==> config.mk <==
export PLATFORM = sky130hd
export DESIGN_NAME = agkf_div
export DESIGN_NICKNAME = d
export VERILOG_FILES = /design/src/rtl/angle_gyro_kalman_filter_unit_macros.svh /design/src/rtl/agkf_pkg.sv /design/src/rtl/agkf_div.sv
export SDC_FILE = /design/constraint.sdc
export NUM_CORES = 1
export LEC_CHECK = 0
export BUFFER_PORTS_ARGS = -buffer_cell sky130_fd_sc_hd__buf_2
export CORE_UTILIZATION = 60
export CTS_BUF_LIST = sky130_fd_sc_hd__clkbuf_16
export DETAILED_ROUTE_END_ITERATION = 16
export PLACE_DENSITY = 0.81
export SYNTH_ARGS = -nofsm -noshare
export SYNTH_HDL_FRONTEND = slang
export SYNTH_SLANG_ARGS = --single-unit
==> constraint.sdc <==
create_clock -name clk -period 18.1 [get_ports clk]
set_input_delay 4.525 -clock clk [delete_from_list [all_inputs] [get_ports clk]]
set_output_delay 4.525 -clock clk [all_outputs]
set_load 0.03 [all_outputs]
==> src/rtl/angle_gyro_kalman_filter_unit_macros.svh <==
// Assertion macros shared by the angle and gyro bias filter RTL.
// Depends on nothing; files that assert include it by bare file name.
`ifndef ANGLE_GYRO_KALMAN_FILTER_UNIT_MACROS_SVH
`define ANGLE_GYRO_KALMAN_FILTER_UNIT_MACROS_SVH
`ifndef SYNTHESIS
`define AGKF_ASSERT_IMP(lbl, clk, rst_n, ante, cons) \
	lbl: assert property (@(posedge clk) disable iff (!rst_n) (ante) |-> (cons)) \
		else $error("agkf assertion failed");
`define AGKF_ASSERT_NXT(lbl, clk, rst_n, ante, cons) \
	lbl: assert property (@(posedge clk) disable iff (!rst_n) (ante) |=> (cons)) \
		else $error("agkf assertion failed");
`else
`define AGKF_ASSERT_IMP(lbl, clk, rst_n, ante, cons)
`define AGKF_ASSERT_NXT(lbl, clk, rst_n, ante, cons)
`endif
`endif

==> src/rtl/agkf_pkg.sv <==
// Types, constants and saturating arithmetic helpers for the angle filter.
// Used by the multiplier, the divider and the top level; depends on nothing.
`default_nettype none
package agkf_pkg;
	localparam int FRAC_BITS = 24;
	localparam int VAL_W = 48;
	localparam int REG_W = 32;
	localparam int REG_IDX_W = 2;
	localparam int IN_W = 2 * VAL_W;
	localparam int OUT_W = 3 * VAL_W;

	localparam int MUL_CHUNK = 16;
	localparam int MUL_STEPS = VAL_W / MUL_CHUNK;
	localparam int MUL_CNT_W = $clog2(MUL_STEPS);
	localparam int PROD_W = 2 * VAL_W;

	localparam int DVD_W = VAL_W + FRAC_BITS;
	localparam int DIV_CNT_W = $clog2(DVD_W);

	localparam int Q30_SHIFT = 30 - FRAC_BITS;

	typedef logic signed [VAL_W-1:0] val_t;
	typedef logic [VAL_W-1:0] mag_t;
	typedef logic [REG_W-1:0] reg_t;

	typedef struct packed {
		logic clip;
		val_t val;
	} sres_t;

	typedef struct packed {
		logic busy;
		logic done;
		logic clip;
		val_t val;
	} unit_res_t;

	localparam logic [REG_IDX_W-1:0] REG_QA = 2'd0;
	localparam logic [REG_IDX_W-1:0] REG_QB = 2'd1;
	localparam logic [REG_IDX_W-1:0] REG_R = 2'd2;
	localparam logic [REG_IDX_W-1:0] REG_DT = 2'd3;

	localparam val_t VAL_MAX = {1'b0, {(VAL_W-1){1'b1}}};
	localparam val_t VAL_MIN = {1'b1, {(VAL_W-1){1'b0}}};
	localparam mag_t MAG_POS = {1'b0, {(VAL_W-1){1'b1}}};
	localparam mag_t MAG_NEG = {1'b1, {(VAL_W-1){1'b0}}};
	localparam val_t VAL_ONE = {{(VAL_W-FRAC_BITS-1){1'b0}}, 1'b1, {FRAC_BITS{1'b0}}};

	function automatic reg_t from_q30(input reg_t v);
		logic [REG_W:0] half;
		logic [REG_W:0] t;
		half = ((REG_W+1)'(1) << Q30_SHIFT) >> 1;
		t = ({1'b0, v} + half) >> Q30_SHIFT;
		return t[REG_W-1:0];
	endfunction

	localparam reg_t RST_QA = from_q30(32'd1073742);
	localparam reg_t RST_QB = from_q30(32'd3221225);
	localparam reg_t RST_R = from_q30(32'd719407022);
	localparam reg_t RST_DT = from_q30(32'd5368709);

	function automatic val_t ext_reg(input reg_t r);
		return val_t'({{(VAL_W-REG_W){1'b0}}, r});
	endfunction

	function automatic mag_t mag(input val_t a);
		mag_t u;
		u = a;
		return a[VAL_W-1] ? (~u + 1'b1) : u;
	endfunction

	function automatic val_t apply_sign(input mag_t m, input logic neg);
		return neg ? val_t'(~m + 1'b1) : val_t'(m);
	endfunction

	function automatic sres_t sat_wide(input logic [VAL_W:0] s);
		sres_t r;
		r.clip = s[VAL_W] ^ s[VAL_W-1];
		if (r.clip) begin
			r.val = s[VAL_W] ? VAL_MIN : VAL_MAX;
		end else begin
			r.val = s[VAL_W-1:0];
		end
		return r;
	endfunction

	function automatic sres_t sadd(input val_t a, input val_t b);
		return sat_wide({a[VAL_W-1], a} + {b[VAL_W-1], b});
	endfunction

	function automatic sres_t ssub(input val_t a, input val_t b);
		return sat_wide({a[VAL_W-1], a} - {b[VAL_W-1], b});
	endfunction
endpackage
`default_nettype wire

==> src/rtl/agkf_div.sv <==
// Shared fixed-point divider: restoring, one quotient bit per cycle, saturating result.
// Depends on agkf_pkg. The denominator must be positive.
`default_nettype none
module agkf_div (
	input logic clk,
	input logic arst_n,
	input logic start,
	input agkf_pkg::val_t num,
	input agkf_pkg::val_t den,
	output agkf_pkg::unit_res_t res
);
	import agkf_pkg::*;

	logic [DVD_W-1:0] dvd_q;
	mag_t rem_q;
	mag_t den_q;
	logic neg_q;
	logic [DIV_CNT_W-1:0] cnt_q;
	logic run_q;
	logic fin_q;
	logic done_q;
	logic clip_q;
	val_t val_q;

	logic [VAL_W:0] r2;
	logic [VAL_W:0] diff;
	logic ge;
	mag_t lim;
	logic over;
	mag_t mag_o;

	always_comb begin
		r2 = {rem_q, dvd_q[DVD_W-1]};
		diff = r2 - {1'b0, den_q};
		ge = r2 >= {1'b0, den_q};
		lim = neg_q ? MAG_NEG : MAG_POS;
		over = dvd_q > DVD_W'(lim);
		mag_o = over ? lim : dvd_q[VAL_W-1:0];
	end

	always_ff @(posedge clk or negedge arst_n) begin
		if (!arst_n) begin
			run_q <= 1'b0;
			fin_q <= 1'b0;
			done_q <= 1'b0;
			cnt_q <= '0;
		end else begin
			done_q <= fin_q;
			fin_q <= 1'b0;
			if (start) begin
				run_q <= 1'b1;
				cnt_q <= DIV_CNT_W'(DVD_W - 1);
			end else if (run_q) begin
				cnt_q <= cnt_q - 1'b1;
				if (cnt_q == '0) begin
					run_q <= 1'b0;
					fin_q <= 1'b1;
				end
			end
		end
	end

	always_ff @(posedge clk) begin
		if (start) begin
			dvd_q <= {mag(num), {FRAC_BITS{1'b0}}};
			rem_q <= '0;
			den_q <= mag_t'(den);
			neg_q <= num[VAL_W-1];
		end else if (run_q) begin
			rem_q <= ge ? diff[VAL_W-1:0] : r2[VAL_W-1:0];
			dvd_q <= {dvd_q[DVD_W-2:0], ge};
		end
		if (fin_q) begin
			val_q <= apply_sign(mag_o, neg_q);
			clip_q <= over;
		end
	end

	assign res.busy = run_q | fin_q;
	assign res.done = done_q;
	assign res.clip = clip_q;
	assign res.val = val_q;
endmodule
`default_nettype wire

# Word-level counts from Yosys, hierarchy flattened
# Cells that the tools add are included.
# Widths: inputs -> output; s select.
# word_totals
out_inout_bits	51
elab_cells	37
ff_bits	228
input_bits	99
# classes
n_mux	15
magnitude_cmp	2
n_bitwise	3
n_addsub	4
n_reduce_logical	2
# ops
operator	count
$mux 48	5
$mux 72	2
$add 48x1->48 const B	2
$not 48->48	2
$gt 72x48->1	1
$ge 49x48->1	1
$sub 48x48->48	1
$mux 7	2
$logic_not 7->1	1
$sub 7x1->7 const B	1
$mux 1	6
$reduce_bool 2->1	1
$or 1x1->1	1

# Longest topological paths before layout
# depth
word_depth	6
depth_mapped	24

# Worst setup path after synthesis
# Ideal clock, no wire load.
# synth_timing
kind	input to register
startpoint	in num[12]
endpoint	reg dvd_q[69] (data pin)
n_path_buf	0
cell_stages	10
arrival_time_ps	7642
slack_ps	10201
setup_time_ps	256
path_cell_list	or4_4 or4_4 or3_4 or3_1 or3_1 or2_4 or4_4 o31ai_4 xnor2_1 a22o_1
# synth_via
elab_chain_len	4
# synth_lines
item	line	rtl
from (decl)	agkf_div.sv:8	input agkf_pkg::val_t num,
$not 48->48	agkf_pkg.sv:69	return a[VAL_W-1] ? (~u + 1'b1) : u;
$add 48x1->48	agkf_pkg.sv:69	
$mux 48	agkf_pkg.sv:69	
$mux 72	agkf_div.sv:64	if (start) begin
to (signal assigned)	agkf_div.sv:65	dvd_q <= {mag(num), {FRAC_BITS{1'b0}}};
to (signal assigned)	agkf_div.sv:71	dvd_q <= {dvd_q[DVD_W-2:0], ge};
to (decl)	agkf_div.sv:14	logic [DVD_W-1:0] dvd_q;
# Every way passes these cells.
# A chain may end at the register's enable or synchronous reset.

# Worst setup path after layout
# Same ends and word-level chain as after synthesis.

==> metrics.txt <==
status=complete, no violations; post-route ant nets=0; Core Box Area=24200 µm²; Worst R2R End=val_q[46]; cells on worst reg2reg path=22; Initial Utilization=60.9%; Crit path arrival time=7.94 ns; Iter 0 DRT Violations=761; Routed WL=33800 µm; grt ovf=0; number of synthesized flops with an enable pin=146; GRT Util Overall=26.8%; clock buffer depth=3; worst rel slew slack=20.1%; setup total negative slack=0 ns; Avg Cell Area, Syn=9.42 µm²; # resized after CTS=0; cts hold-fix bufs=0; first-pass GRT wire length=56500 µm; Cell Pwr Density=114 nW/µm²; prevailing post-synth register cell=edfxtp_1; HPWL reported at the end of detailed placement=23900 µm; clk_lat worst skew=0.53 ns; RSZ-0062 raised after global routing=no; fin crit period=7.67 ns; Slew Limit Fails=0; peak supply drop=0.0948 mV; die width=159 µm; share of layout cells above drive strength 1=13.2%; reg2reg start=neg_q; via count=12300; Worst Max-Slew Pin Slew=1.20 ns; CTS tree=built; max frequency=130 MHz; top cells by area, synth=edfxtp_1 (30%), dfxtp_1 (9.8%), ha_1 (8.5%); WHS Endpoint=rem_q[15]; post-place setup slack=9.93 ns; CP endpoint kind=register; Hold WS=0.495 ns; Seq cells post-synth=228; Hold Path Class=register to register; Tot Pwr=1.88 mW; critical path startpoint category=input port; CTS buffer count=24; Placed Instances=1971; nets=1873; Hold Crit Start=rem_q[15]; die area=25200 µm²; final-report setup violation count=0; GP Congestion=0.896; WHS Path Cells=2; post-route cell area=16500 µm²; die height=159 µm; Synth Net Count=1768; leak pwr=7.08 nW; R2R Setup Slk=11.24 ns; htree depth=1; non-filler cells, final=2017; commonest non-fill, non-tap cells in the layout=buf_2 (148), edfxtp_1 (146), nand2_1 (126), nor2_1 (110), o21ai_0 (109); PortBufs=149; CTS Sinks=228; Post-Synthesis Cells=1568; num ports=150; Crit Path Category=input port to register; Synth top area share=29.7%; yosys warns=0; WL per Instance=16.7 µm; Placed Area=15700 µm²; initial antenna violation count=2; # rows=57; postcts setup bufs=0; Distinct cells, synth=73; largest area contributor in the netlist=edfxtp_1; CP Launch Point=num[12]; Core Util, Final=68.0%; Critical Path RT=18.37 ns; # DRC=0; crit share post-route=42.4%; vias in the first global route=11700; number of vias per cell=6.08; post-synthesis instance area=14800 µm²; Worst Path Max Fanout=4; final hold viol count=0; First-pass DRT Iterations=5; final worst slack=10.43 ns; Max Cap Viol=0; pin count of the biggest net entering global routing=72; Layout Skew=0.0174 ns; sequential share of the synthesized area=41.1%; commonest non-fill, non-tap cell in the layout=buf_2; clock transition at the registers of the reported paths=0.06 ns; Root Driver=clkbuf_16; P&R area growth vs syn=11.7%; fraction of registers with async set or reset after synthesis=4.39%
## cells by family (layout without fill, tap and decap cells)
group / Yosys count / count (layout) / share of synthesized area (%)
AO/OA/AOI/OAI: 469 / 469 / 21.3
flip-flops: 228 / 228 / 41.1
XOR/XNOR: 104 / 104 / 6.17
adder cells (fa/ha/maj): 101 / 101 / 8.61
multiplexers: 50 / 50 / 3.39
AND/OR/NAND/NOR: 452 / 452 / 15.2
buffers and inverters: 164 / 287 / 4.22
other: 0 / 2 / 0
## state kept, by name, summed over array words and instances, names as in the netlist
name / flops
rem_q: 48
neg_q: 1
val_q: 48
fin_q: 1
den_q: 48
dvd_q: 72
done_q: 1
run_q: 1
clip_q: 1
cnt_q: 7
## per-layer routing
| layer | up-vias | routed length [µm] | GRT usage [%] |
|---|---|---|---|
| met4 | 0 | 899 | 9.97 |
| met5 | - | 0 | 0 |
| li1 | 6048 | - | - |
| met3 | 72 | 1950 | 3.40 |
| met2 | 402 | 16300 | 45.0 |
| met1 | 5732 | 14600 | 35.3 |
## where the power goes
part | internal [mW] | leakage, nW | switching [mW]
registers | 0.627 | 2.16 | 0.0605
clock network | 0.277 | 0.396 | 0.199
logic | 0.310 | 4.52 | 0.409
total | 1.21 | 7.08 | 0.669
## worst max-delay path by stage
stage               depth (start not counted)         to
floorplan                                  10  dvd_q[69]
CTS                                        11  dvd_q[69]
global route                               10  dvd_q[62]
detailed placement                         11  dvd_q[69]
global placement                           11  dvd_q[69]
finish                                     11  dvd_q[69]
## critical path, cell delays in order
cell and delay (ns):
buf_2 0.12, or4_4 0.55, or4_4 0.44, or3_4 0.42, or3_1 0.34, or3_1 0.38
or2_4 0.26, or4_4 0.45, o31ai_4 0.19, xnor2_1 0.08, a22o_1 0.17
## area by class of cell
class | count | area [µm²]
Antenna cell | 2 | 5.00
Clock buffer | 25 | 626
Clock inverter | 19 | 136
Fill cell | 1964 | 7750
Inverter | 83 | 312
Multi-Input combinational cell | 1176 | 8100
Sequential cell | 228 | 6080
Tap cell | 324 | 405
Timing Repair Buffer | 160 | 835
## synthesized netlist by cell type (5+ instances only)
library cell,number
edfxtp_1,146
nand2_1,126
nor2_1,110
o21ai_0,109
ha_1,100
a21oi_1,91
xnor2_1,89
inv_1,83
clkbuf_1,74
dfxtp_1,72
a21o_1,51
mux2i_1,50
a22o_1,40
a211oi_1,35
nor3_1,34
or3_1,26
nor4_1,25
nand3_1,24
o21a_1,21
nand4_1,19
o31ai_1,16
xor2_1,15
nand2b_1,14
nor2b_1,14
o21bai_1,14
a31oi_1,13
o211ai_1,13
or4_1,13
o41ai_1,12
or2_2,11
dfrtp_1,10
o311ai_0,9
and3_1,7
o22a_1,6
and2_1,5
buf_1,5
o22ai_1,5
No activity file was read; power rests on OpenSTA's default activity.
