<file path="src/rtl/angle_gyro_kalman_filter_unit_macros.svh">
// Assertion macros shared by the angle and gyro bias filter RTL.
// Depends on nothing; files that assert include it by bare file name.
`ifndef ANGLE_GYRO_KALMAN_FILTER_UNIT_MACROS_SVH
`define ANGLE_GYRO_KALMAN_FILTER_UNIT_MACROS_SVH
`ifndef SYNTHESIS
`define AGKF_ASSERT_IMP(lbl, clk, rst_n, ante, cons) \
	lbl: assert property (@(posedge clk) disable iff (!rst_n) (ante) |-> (cons)) \
		else $error("agkf assertion failed");
`define AGKF_ASSERT_NXT(lbl, clk, rst_n, ante, cons) \
	lbl: assert property (@(posedge clk) disable iff (!rst_n) (ante) |=> (cons)) \
		else $error("agkf assertion failed");
`else
`define AGKF_ASSERT_IMP(lbl, clk, rst_n, ante, cons)
`define AGKF_ASSERT_NXT(lbl, clk, rst_n, ante, cons)
`endif
`endif

</file>
<file path="src/rtl/agkf_pkg.sv">
// Types, constants and saturating arithmetic helpers for the angle filter.
// Used by the multiplier, the divider and the top level; depends on nothing.
`default_nettype none
package agkf_pkg;
	localparam int FRAC_BITS = 24;
	localparam int VAL_W = 48;
	localparam int REG_W = 32;
	localparam int REG_IDX_W = 2;
	localparam int IN_W = 2 * VAL_W;
	localparam int OUT_W = 3 * VAL_W;

	localparam int MUL_CHUNK = 16;
	localparam int MUL_STEPS = VAL_W / MUL_CHUNK;
	localparam int MUL_CNT_W = $clog2(MUL_STEPS);
	localparam int PROD_W = 2 * VAL_W;

	localparam int DVD_W = VAL_W + FRAC_BITS;
	localparam int DIV_CNT_W = $clog2(DVD_W);

	localparam int Q30_SHIFT = 30 - FRAC_BITS;

	typedef logic signed [VAL_W-1:0] val_t;
	typedef logic [VAL_W-1:0] mag_t;
	typedef logic [REG_W-1:0] reg_t;

	typedef struct packed {
		logic clip;
		val_t val;
	} sres_t;

	typedef struct packed {
		logic busy;
		logic done;
		logic clip;
		val_t val;
	} unit_res_t;

	localparam logic [REG_IDX_W-1:0] REG_QA = 2'd0;
	localparam logic [REG_IDX_W-1:0] REG_QB = 2'd1;
	localparam logic [REG_IDX_W-1:0] REG_R = 2'd2;
	localparam logic [REG_IDX_W-1:0] REG_DT = 2'd3;

	localparam val_t VAL_MAX = {1'b0, {(VAL_W-1){1'b1}}};
	localparam val_t VAL_MIN = {1'b1, {(VAL_W-1){1'b0}}};
	localparam mag_t MAG_POS = {1'b0, {(VAL_W-1){1'b1}}};
	localparam mag_t MAG_NEG = {1'b1, {(VAL_W-1){1'b0}}};
	localparam val_t VAL_ONE = {{(VAL_W-FRAC_BITS-1){1'b0}}, 1'b1, {FRAC_BITS{1'b0}}};

	function automatic reg_t from_q30(input reg_t v);
		logic [REG_W:0] half;
		logic [REG_W:0] t;
		half = ((REG_W+1)'(1) << Q30_SHIFT) >> 1;
		t = ({1'b0, v} + half) >> Q30_SHIFT;
		return t[REG_W-1:0];
	endfunction

	localparam reg_t RST_QA = from_q30(32'd1073742);
	localparam reg_t RST_QB = from_q30(32'd3221225);
	localparam reg_t RST_R = from_q30(32'd719407022);
	localparam reg_t RST_DT = from_q30(32'd5368709);

	function automatic val_t ext_reg(input reg_t r);
		return val_t'({{(VAL_W-REG_W){1'b0}}, r});
	endfunction

	function automatic mag_t mag(input val_t a);
		mag_t u;
		u = a;
		return a[VAL_W-1] ? (~u + 1'b1) : u;
	endfunction

	function automatic val_t apply_sign(input mag_t m, input logic neg);
		return neg ? val_t'(~m + 1'b1) : val_t'(m);
	endfunction

	function automatic sres_t sat_wide(input logic [VAL_W:0] s);
		sres_t r;
		r.clip = s[VAL_W] ^ s[VAL_W-1];
		if (r.clip) begin
			r.val = s[VAL_W] ? VAL_MIN : VAL_MAX;
		end else begin
			r.val = s[VAL_W-1:0];
		end
		return r;
	endfunction

	function automatic sres_t sadd(input val_t a, input val_t b);
		return sat_wide({a[VAL_W-1], a} + {b[VAL_W-1], b});
	endfunction

	function automatic sres_t ssub(input val_t a, input val_t b);
		return sat_wide({a[VAL_W-1], a} - {b[VAL_W-1], b});
	endfunction
endpackage
`default_nettype wire

</file>
<file path="src/rtl/agkf_mul.sv">
// Shared fixed-point multiplier: magnitude product in 16-bit slices, rounding and saturation.
// Depends on agkf_pkg.
`default_nettype none
module agkf_mul (
	input logic clk,
	input logic arst_n,
	input logic start,
	input agkf_pkg::val_t a,
	input agkf_pkg::val_t b,
	output agkf_pkg::unit_res_t res
);
	import agkf_pkg::*;

	localparam int Q_W = PROD_W + 1 - FRAC_BITS;
	localparam logic [PROD_W:0] RND_HALF = (PROD_W+1)'(1) << (FRAC_BITS - 1);

	mag_t x_q;
	mag_t y_q;
	logic neg_q;
	logic [PROD_W-1:0] acc_q;
	logic [MUL_CNT_W-1:0] cnt_q;
	logic run_q;
	logic fin_q;
	logic done_q;
	logic clip_q;
	val_t val_q;

	logic [VAL_W+MUL_CHUNK-1:0] pp;
	logic [PROD_W-1:0] acc_nx;
	logic [PROD_W:0] rnd;
	logic [Q_W-1:0] qv;
	mag_t lim;
	logic over;
	mag_t mag_o;

	always_comb begin
		pp = x_q * y_q[MUL_CHUNK-1:0];
		acc_nx = (acc_q >> MUL_CHUNK) + {pp, {(VAL_W-MUL_CHUNK){1'b0}}};
		rnd = {1'b0, acc_q} + RND_HALF;
		qv = rnd[PROD_W:FRAC_BITS];
		lim = neg_q ? MAG_NEG : MAG_POS;
		over = qv > Q_W'(lim);
		mag_o = over ? lim : qv[VAL_W-1:0];
	end

	always_ff @(posedge clk or negedge arst_n) begin
		if (!arst_n) begin
			run_q <= 1'b0;
			fin_q <= 1'b0;
			done_q <= 1'b0;
			cnt_q <= '0;
		end else begin
			done_q <= fin_q;
			fin_q <= 1'b0;
			if (start) begin
				run_q <= 1'b1;
				cnt_q <= '0;
			end else if (run_q) begin
				cnt_q <= cnt_q + 1'b1;
				if (cnt_q == MUL_CNT_W'(MUL_STEPS - 1)) begin
					run_q <= 1'b0;
					fin_q <= 1'b1;
				end
			end
		end
	end

	always_ff @(posedge clk) begin
		if (start) begin
			x_q <= mag(a);
			y_q <= mag(b);
			neg_q <= a[VAL_W-1] ^ b[VAL_W-1];
			acc_q <= '0;
		end else if (run_q) begin
			acc_q <= acc_nx;
			y_q <= y_q >> MUL_CHUNK;
		end
		if (fin_q) begin
			val_q <= apply_sign(mag_o, neg_q);
			clip_q <= over;
		end
	end

	assign res.busy = run_q | fin_q;
	assign res.done = done_q;
	assign res.clip = clip_q;
	assign res.val = val_q;
endmodule
`default_nettype wire

</file>
<file path="config.mk">
export PLATFORM = sky130hd
export DESIGN_NAME = agkf_mul
export DESIGN_NICKNAME = d
export VERILOG_FILES = /design/src/rtl/angle_gyro_kalman_filter_unit_macros.svh /design/src/rtl/agkf_pkg.sv /design/src/rtl/agkf_mul.sv
export SDC_FILE = /design/constraint.sdc
export NUM_CORES = 2
export LEC_CHECK = 0
export BUFFER_PORTS_ARGS = -buffer_cell sky130_fd_sc_hd__buf_2
export CAP_MARGIN = 20
export CORE_ASPECT_RATIO = 0.5
export CORE_UTILIZATION = 40
export CTS_BUF_LIST = sky130_fd_sc_hd__clkbuf_8
export DETAILED_ROUTE_END_ITERATION = 6
export PLACE_DENSITY = 0.66
export SLEW_MARGIN = 20
export SYNTH_ARGS = -nofsm -noshare
export SYNTH_HDL_FRONTEND = slang
export SYNTH_SLANG_ARGS = --single-unit
</file>
<file path="constraint.sdc">
create_clock -name clk -period 15.38 [get_ports clk]
set_input_delay 0.769 -clock clk [delete_from_list [all_inputs] [get_ports clk]]
set_output_delay 0.769 -clock clk [all_outputs]
set_load 0.01 [all_outputs]
</file>
* Yosys cells after proc, flatten, opt, wreduce, memory -nomap -nowiden *
Cells that the tools add are included.

word-level totals
  register bits = 247

cells by class
  $mul = 1
  eq/ne operators = 1
  add/subtract/negate cells = 6
  mux-type cells = 15
  bitwise gates (word level) = 5
  reductions and logical operators = 1
  order comparisons = 1

operators by type and width
  cell                    number
  $mux 48                 6
  $add 48x1->48 const B   3
  $not 48->48             3
  $add 96x24->97 const B  1
  $add 80x96->96          1
  $gt 73x48->1            1
  $mul 48x16->64          1
  $mux 47                 1
  $mux 1                  6
  $mux 2                  2
  $add 2x1->2 const B     1
  $eq 2x2->1 const B      1
  $reduce_bool 2->1       1
  $or 1x1->1              1
  $xor 1x1->1             1

* Logic depth before layout (Yosys ltp) *
  depth in word-level cells = 6
  mapped depth = 42
  gate-level depth less buffers = 41

* Least setup slack after synthesis *
Ideal clock, no wire load.

  path type = register -> register
  start = reg y_q[12]
  end = reg acc_q[89]
  required time = 15243 ps
  stages on the path, launching flop included = 36
  library setup time = 137 ps
  arrival = 8783 ps
  path buffers = 3
  period minus slack after synthesis = 8920 ps
  setup slack = 6460 ps
  cells stage by stage = edfxtp_1 -> clkbuf_1 -> clkbuf_1 -> nand2_1 -> fa_1 -> inv_1 -> fa_1 -> fa_1 -> fa_1 -> fa_1 -> inv_1 -> fa_1 -> inv_1 -> ha_1 -> clkbuf_1 -> nand2_1 -> or4_1 -> a31oi_1 -> nor2_1 -> o21ai_0 -> a31oi_1 -> xnor2_1 -> ha_1 -> o21ai_0 -> o211ai_1 -> a221oi_1 -> o21ai_0 -> a21oi_1 -> o41ai_1 -> a211oi_1 -> o21ai_0 -> a2111oi_0 -> nor3_1 -> nand3b_1 -> xor2_1 -> a211oi_1

between the ends
  cells in the longest elaborated chain, start to end = 2

ends and longest elaborated chain
  item                    RTL line        text
  start, declared         agkf_mul.sv:18  mag_t y_q;
  start signal, assigned  agkf_mul.sv:71  y_q <= mag(b);
  start signal, assigned  agkf_mul.sv:76  y_q <= y_q >> MUL_CHUNK;
  $mul 48x16->64          agkf_mul.sv:37  pp = x_q * y_q[MUL_CHUNK-1:0];
  $add 80x96->96          agkf_mul.sv:38  acc_nx = (acc_q >> MUL_CHUNK) + {pp, {(VAL_W-MUL_CHUNK){1'b0}}};
  end signal, assigned    agkf_mul.sv:75  acc_q <= acc_nx;
  end, declared           agkf_mul.sv:20  logic [PROD_W-1:0] acc_q;

Every way passes these cells.
A chain may end at the register's enable or synchronous reset.

* Final worst setup path *
  start = reg y_q[3]
  end = reg acc_q[89]

Same word-level chain as after synthesis.

==> flow_metrics.env <==
export IMPL_status="complete, but fails checks"
export IMPL_violations="design-rule violations"
export IMPL_tritoncts="built"
export IMPL_drv_slew=0
export IMPL_drc=10
export IMPL_grtUsageTotal_pct=23.0
export IMPL_drt_initial_drc_count=3161
export IMPL_fin_skew_ns=0.0382
export IMPL_critical_path_slowest_cell="a2111oi_0"
export IMPL_avgRoutedWirePerCell_um=19.3
export IMPL_cts_buffers=40
export IMPL_drt_total_wl_mm=116
export IMPL_met1_usage_pct=32.6
export IMPL_yosysUniqueCellTypes=80
export IMPL_htreeDepth=2
export IMPL_setup_violations=0
export IMPL_synth_compound_area_share_pct=10.4
export IMPL_synth_edf_count=146
export IMPL_syn_to_final_growth_pct=6.55
export IMPL_tns_ns=0
export IMPL_worstMarginPinSlew_ns=1.08
export IMPL_clockBufferDepth=3
export IMPL_dpl_hpwl_mm=90.4
export IMPL_final_antenna_net_count=0
export IMPL_r2r_cells=33
export IMPL_grt_pass1_wl_mm=186
export IMPL_grtUsageMet2_pct=36.3
export IMPL_cts_root_buf="clkbuf_8"
export IMPL_cts_sinks=224
export IMPL_max_stage_delay_ns=0.68
export IMPL_setup_worst_path_start="y_q[3]"
export IMPL_netlist_area_um2=40300
export IMPL_ys_warnings_count=0
export IMPL_syn_inst=4690
export IMPL_dp_slack_ns=4.45
export IMPL_critPathCaptureType="flip-flop"
export IMPL_dieArea_um2=102000
export IMPL_synth_fa_ha_area_share_pct=39.4
export IMPL_criticalPathCategory="reg -> reg"
export IMPL_cp_required_ns=15.90
export IMPL_fin_nets=5663
export IMPL_path_clk_slew_ns=0.07
export IMPL_synth_top_family_by_area="adder cells"
export IMPL_initial_core_util_pct=40.8
export IMPL_synth_xor_area_share_pct=5.75
export IMPL_whs_path_depth=1
export IMPL_dieHeight_um=227
export IMPL_clock_latency_ns=0.70
export IMPL_timing_rr_end="acc_q[89]"
export IMPL_slew_headroom_pct=26.0
export IMPL_whs_endpoint="x_q[0]"
export IMPL_min_path_type="in -> reg"
export IMPL_synth_simple_gate_area_share_pct=19.3
export IMPL_drt_first_pass_iters=7
export IMPL_overflow=0
export IMPL_path_common_cell="fa_1"
export IMPL_worst_slack_ns=4.34
export IMPL_finalCriticalPeriod_ns=11.04
export IMPL_synth_nets=5672
export IMPL_post_cts_setup_buffers=0
export IMPL_grt_busiest_layer="met2"
export IMPL_synth_seq_cells=224
export IMPL_rsz0062_at_grt="no"
export IMPL_reg2reg_from="y_q[3]"
export IMPL_synthMuxAreaShare_pct=1.42
export IMPL_hold_start="a[0]"
export IMPL_num_vias=33200
export IMPL_synthFlopType="edfxtp_1"
export IMPL_synth_avg_cell_area_um2=8.60
export IMPL_maxCapViolCount=0
export IMPL_rows=81
export IMPL_cp_max_fo=48
export IMPL_worstPathArrival_ns=11.55
export IMPL_timing_final_crit_share_pct=71.8
export IMPL_max_freq_mhz=90.6
export IMPL_critPathLaunchType="flip-flop"
export IMPL_antenna_found_initial=3
export IMPL_io_pin_count=150
export IMPL_grt_max_degree=104
export IMPL_reg2reg_slack_ns=4.34
export IMPL_synth_seq_area_share_pct=14.8
export IMPL_layout_drive_gt1_share_pct=5.79
export IMPL_numPortBuffers=149
export IMPL_place_gp_congestion=0.917
export IMPL_coreArea_um2=98800
export IMPL_grt_pass1_vias=33500
export IMPL_ys_async_sr_fraction_pct=2.23
export IMPL_vias_per_cell=5.50
export IMPL_report_final_hold_viol_count=0
export IMPL_met3_usage_pct=4.53
export IMPL_die_x_um=451
## worst max-delay path by stage
| stage | endpoint | slack (ns) | cells past startpoint |
|---|---|---|---|
| 2_1_floorplan | acc_q[89] | 6.46 | 35 |
| 3_3_place_gp | acc_q[89] | 4.48 | 33 |
| 3_5_place_dp | acc_q[89] | 4.45 | 33 |
| 4_1_cts | acc_q[89] | 4.41 | 33 |
| 5_1_grt | acc_q[89] | 3.66 | 33 |
| 6_report | acc_q[89] | 4.34 | 33 |
## flip-flops by register name (all words and copies together) (netlist names)
signal	flops
val_q	48
fin_q	1
run_q	1
done_q	1
neg_q	1
x_q	48
cnt_q	2
acc_q	73
clip_q	1
y_q	48
## logic make-up after synthesis
logic type / after synthesis
adder cells (fa/ha/maj): 883
AND/OR/NAND/NOR: 1635
multiplexers: 57
flip-flops: 224
AO/OA/AOI/OAI: 668
XOR/XNOR: 265
buffers and inverters: 958
## cell type report
type / instances / area [um2]
Fill cell: 9636 / 55800
Multi-Input combinational cell: 3508 / 30800
Sequential cell: 224 / 5980
Inverter: 730 / 2740
Tap cell: 1328 / 1660
Timing Repair Buffer: 177 / 965
Clock buffer: 40 / 551
Clock inverter: 34 / 324
Antenna cell: 1 / 2.50
## metal layers
metal  vias to the layer above  share of wire (%)  routed length, um
met2                      1276                 45              52200
met4                         2                2.0               2360
met3                       164                8.2               9590
met1                     16700                 45              52300
met5                         -             0.0086                 10
li1                      15100                  -                  -
## cells in the final DEF (no fill, tap or decap), types with 12 or more instances in the layout
master,netlist,final
o21ai_0,147,147
buf_2,3,148
nor4_1,19,19
a21o_1,57,57
nor3_1,51,51
nor2b_1,17,17
xor2_1,103,103
o211ai_1,19,19
o31ai_1,37,37
clkbuf_8,0,40
buf_4,2,27
o21a_1,14,14
ha_1,240,240
a21oi_1,220,220
o41ai_1,21,21
nand3_1,87,87
xnor2_1,162,162
edfxtp_1,146,146
dfxtp_1,73,73
or4_1,24,24
inv_1,730,738
and2_1,268,267
nor2_1,246,246
nand2_1,721,721
or3_1,37,37
nand4_1,48,48
and3_1,26,26
a31oi_1,20,20
and4_1,12,12
a211oi_1,39,39
nand2b_1,27,27
fa_1,643,643
or2_2,17,17
mux2i_1,56,56
## repair_timing
item / 4_1_cts / 5_1_grt
endpoints found under the hold margin: 5 / 0
hold buffers: 1 / 0
resized for setup: 0 / 0
## worst max-delay path, delay by kind of cell, from the launching register on
kind	cells	cell delay, ns
compound gates	13	3.97
fa+ha+maj	8	3.91
simple gates	6	1.41
buf+inv	4	0.74
xor+xnor	2	0.46
flops	1	0.32
## Yosys cell counts (6+ instances only)
cell type,number,area (um2)
ha_1,240,3000
and4_1,12,105
a21oi_1,220,1100
buf_1,9,33.8
inv_1,730,2740
nand3_1,87,435
or2_2,17,106
o21bai_1,9,67.6
a31oi_1,20,125
nor3_1,51,255
nor2b_1,17,106
or3_1,37,231
o41ai_1,21,184
a21o_1,57,428
o211ai_1,19,143
o31ai_1,37,278
edfxtp_1,146,4380
and3_1,26,163
nand2b_1,27,169
nor3b_1,7,52.6
a31o_2,7,61.3
xnor2_1,162,1420
nand3b_1,6,45.0
a41oi_1,6,52.6
clkbuf_1,214,803
o21a_1,14,105
nand4_1,48,300
o22ai_1,8,50.1
nor4_1,19,119
a22oi_1,8,60.1
nand2_1,721,2710
or4_1,24,180
dfxtp_1,73,1460
a2111oi_0,6,52.6
a211oi_1,39,293
fa_1,643,12900
xor2_1,103,902
mux2i_1,56,561
nor2_1,246,923
and2_1,268,1680
o21ai_0,147,736
## stage by stage
stage	std cells	util [%]	hold WS (ns)	cell area, um2
2_1_floorplan	4690	-	0.473	40300
3_3_place_gp	5966	42.6	0.500	42100
3_5_place_dp	5966	42.6	0.531	42100
4_1_cts	6041	43.5	0.277	43000
5_1_grt	6042	43.5	0.303	43000
6_report	6042	43.5	0.331	43000
Power is left out: the tool's default activity adds up to more than one toggle a clock period on the data nets, which glitch-free logic cannot reach.
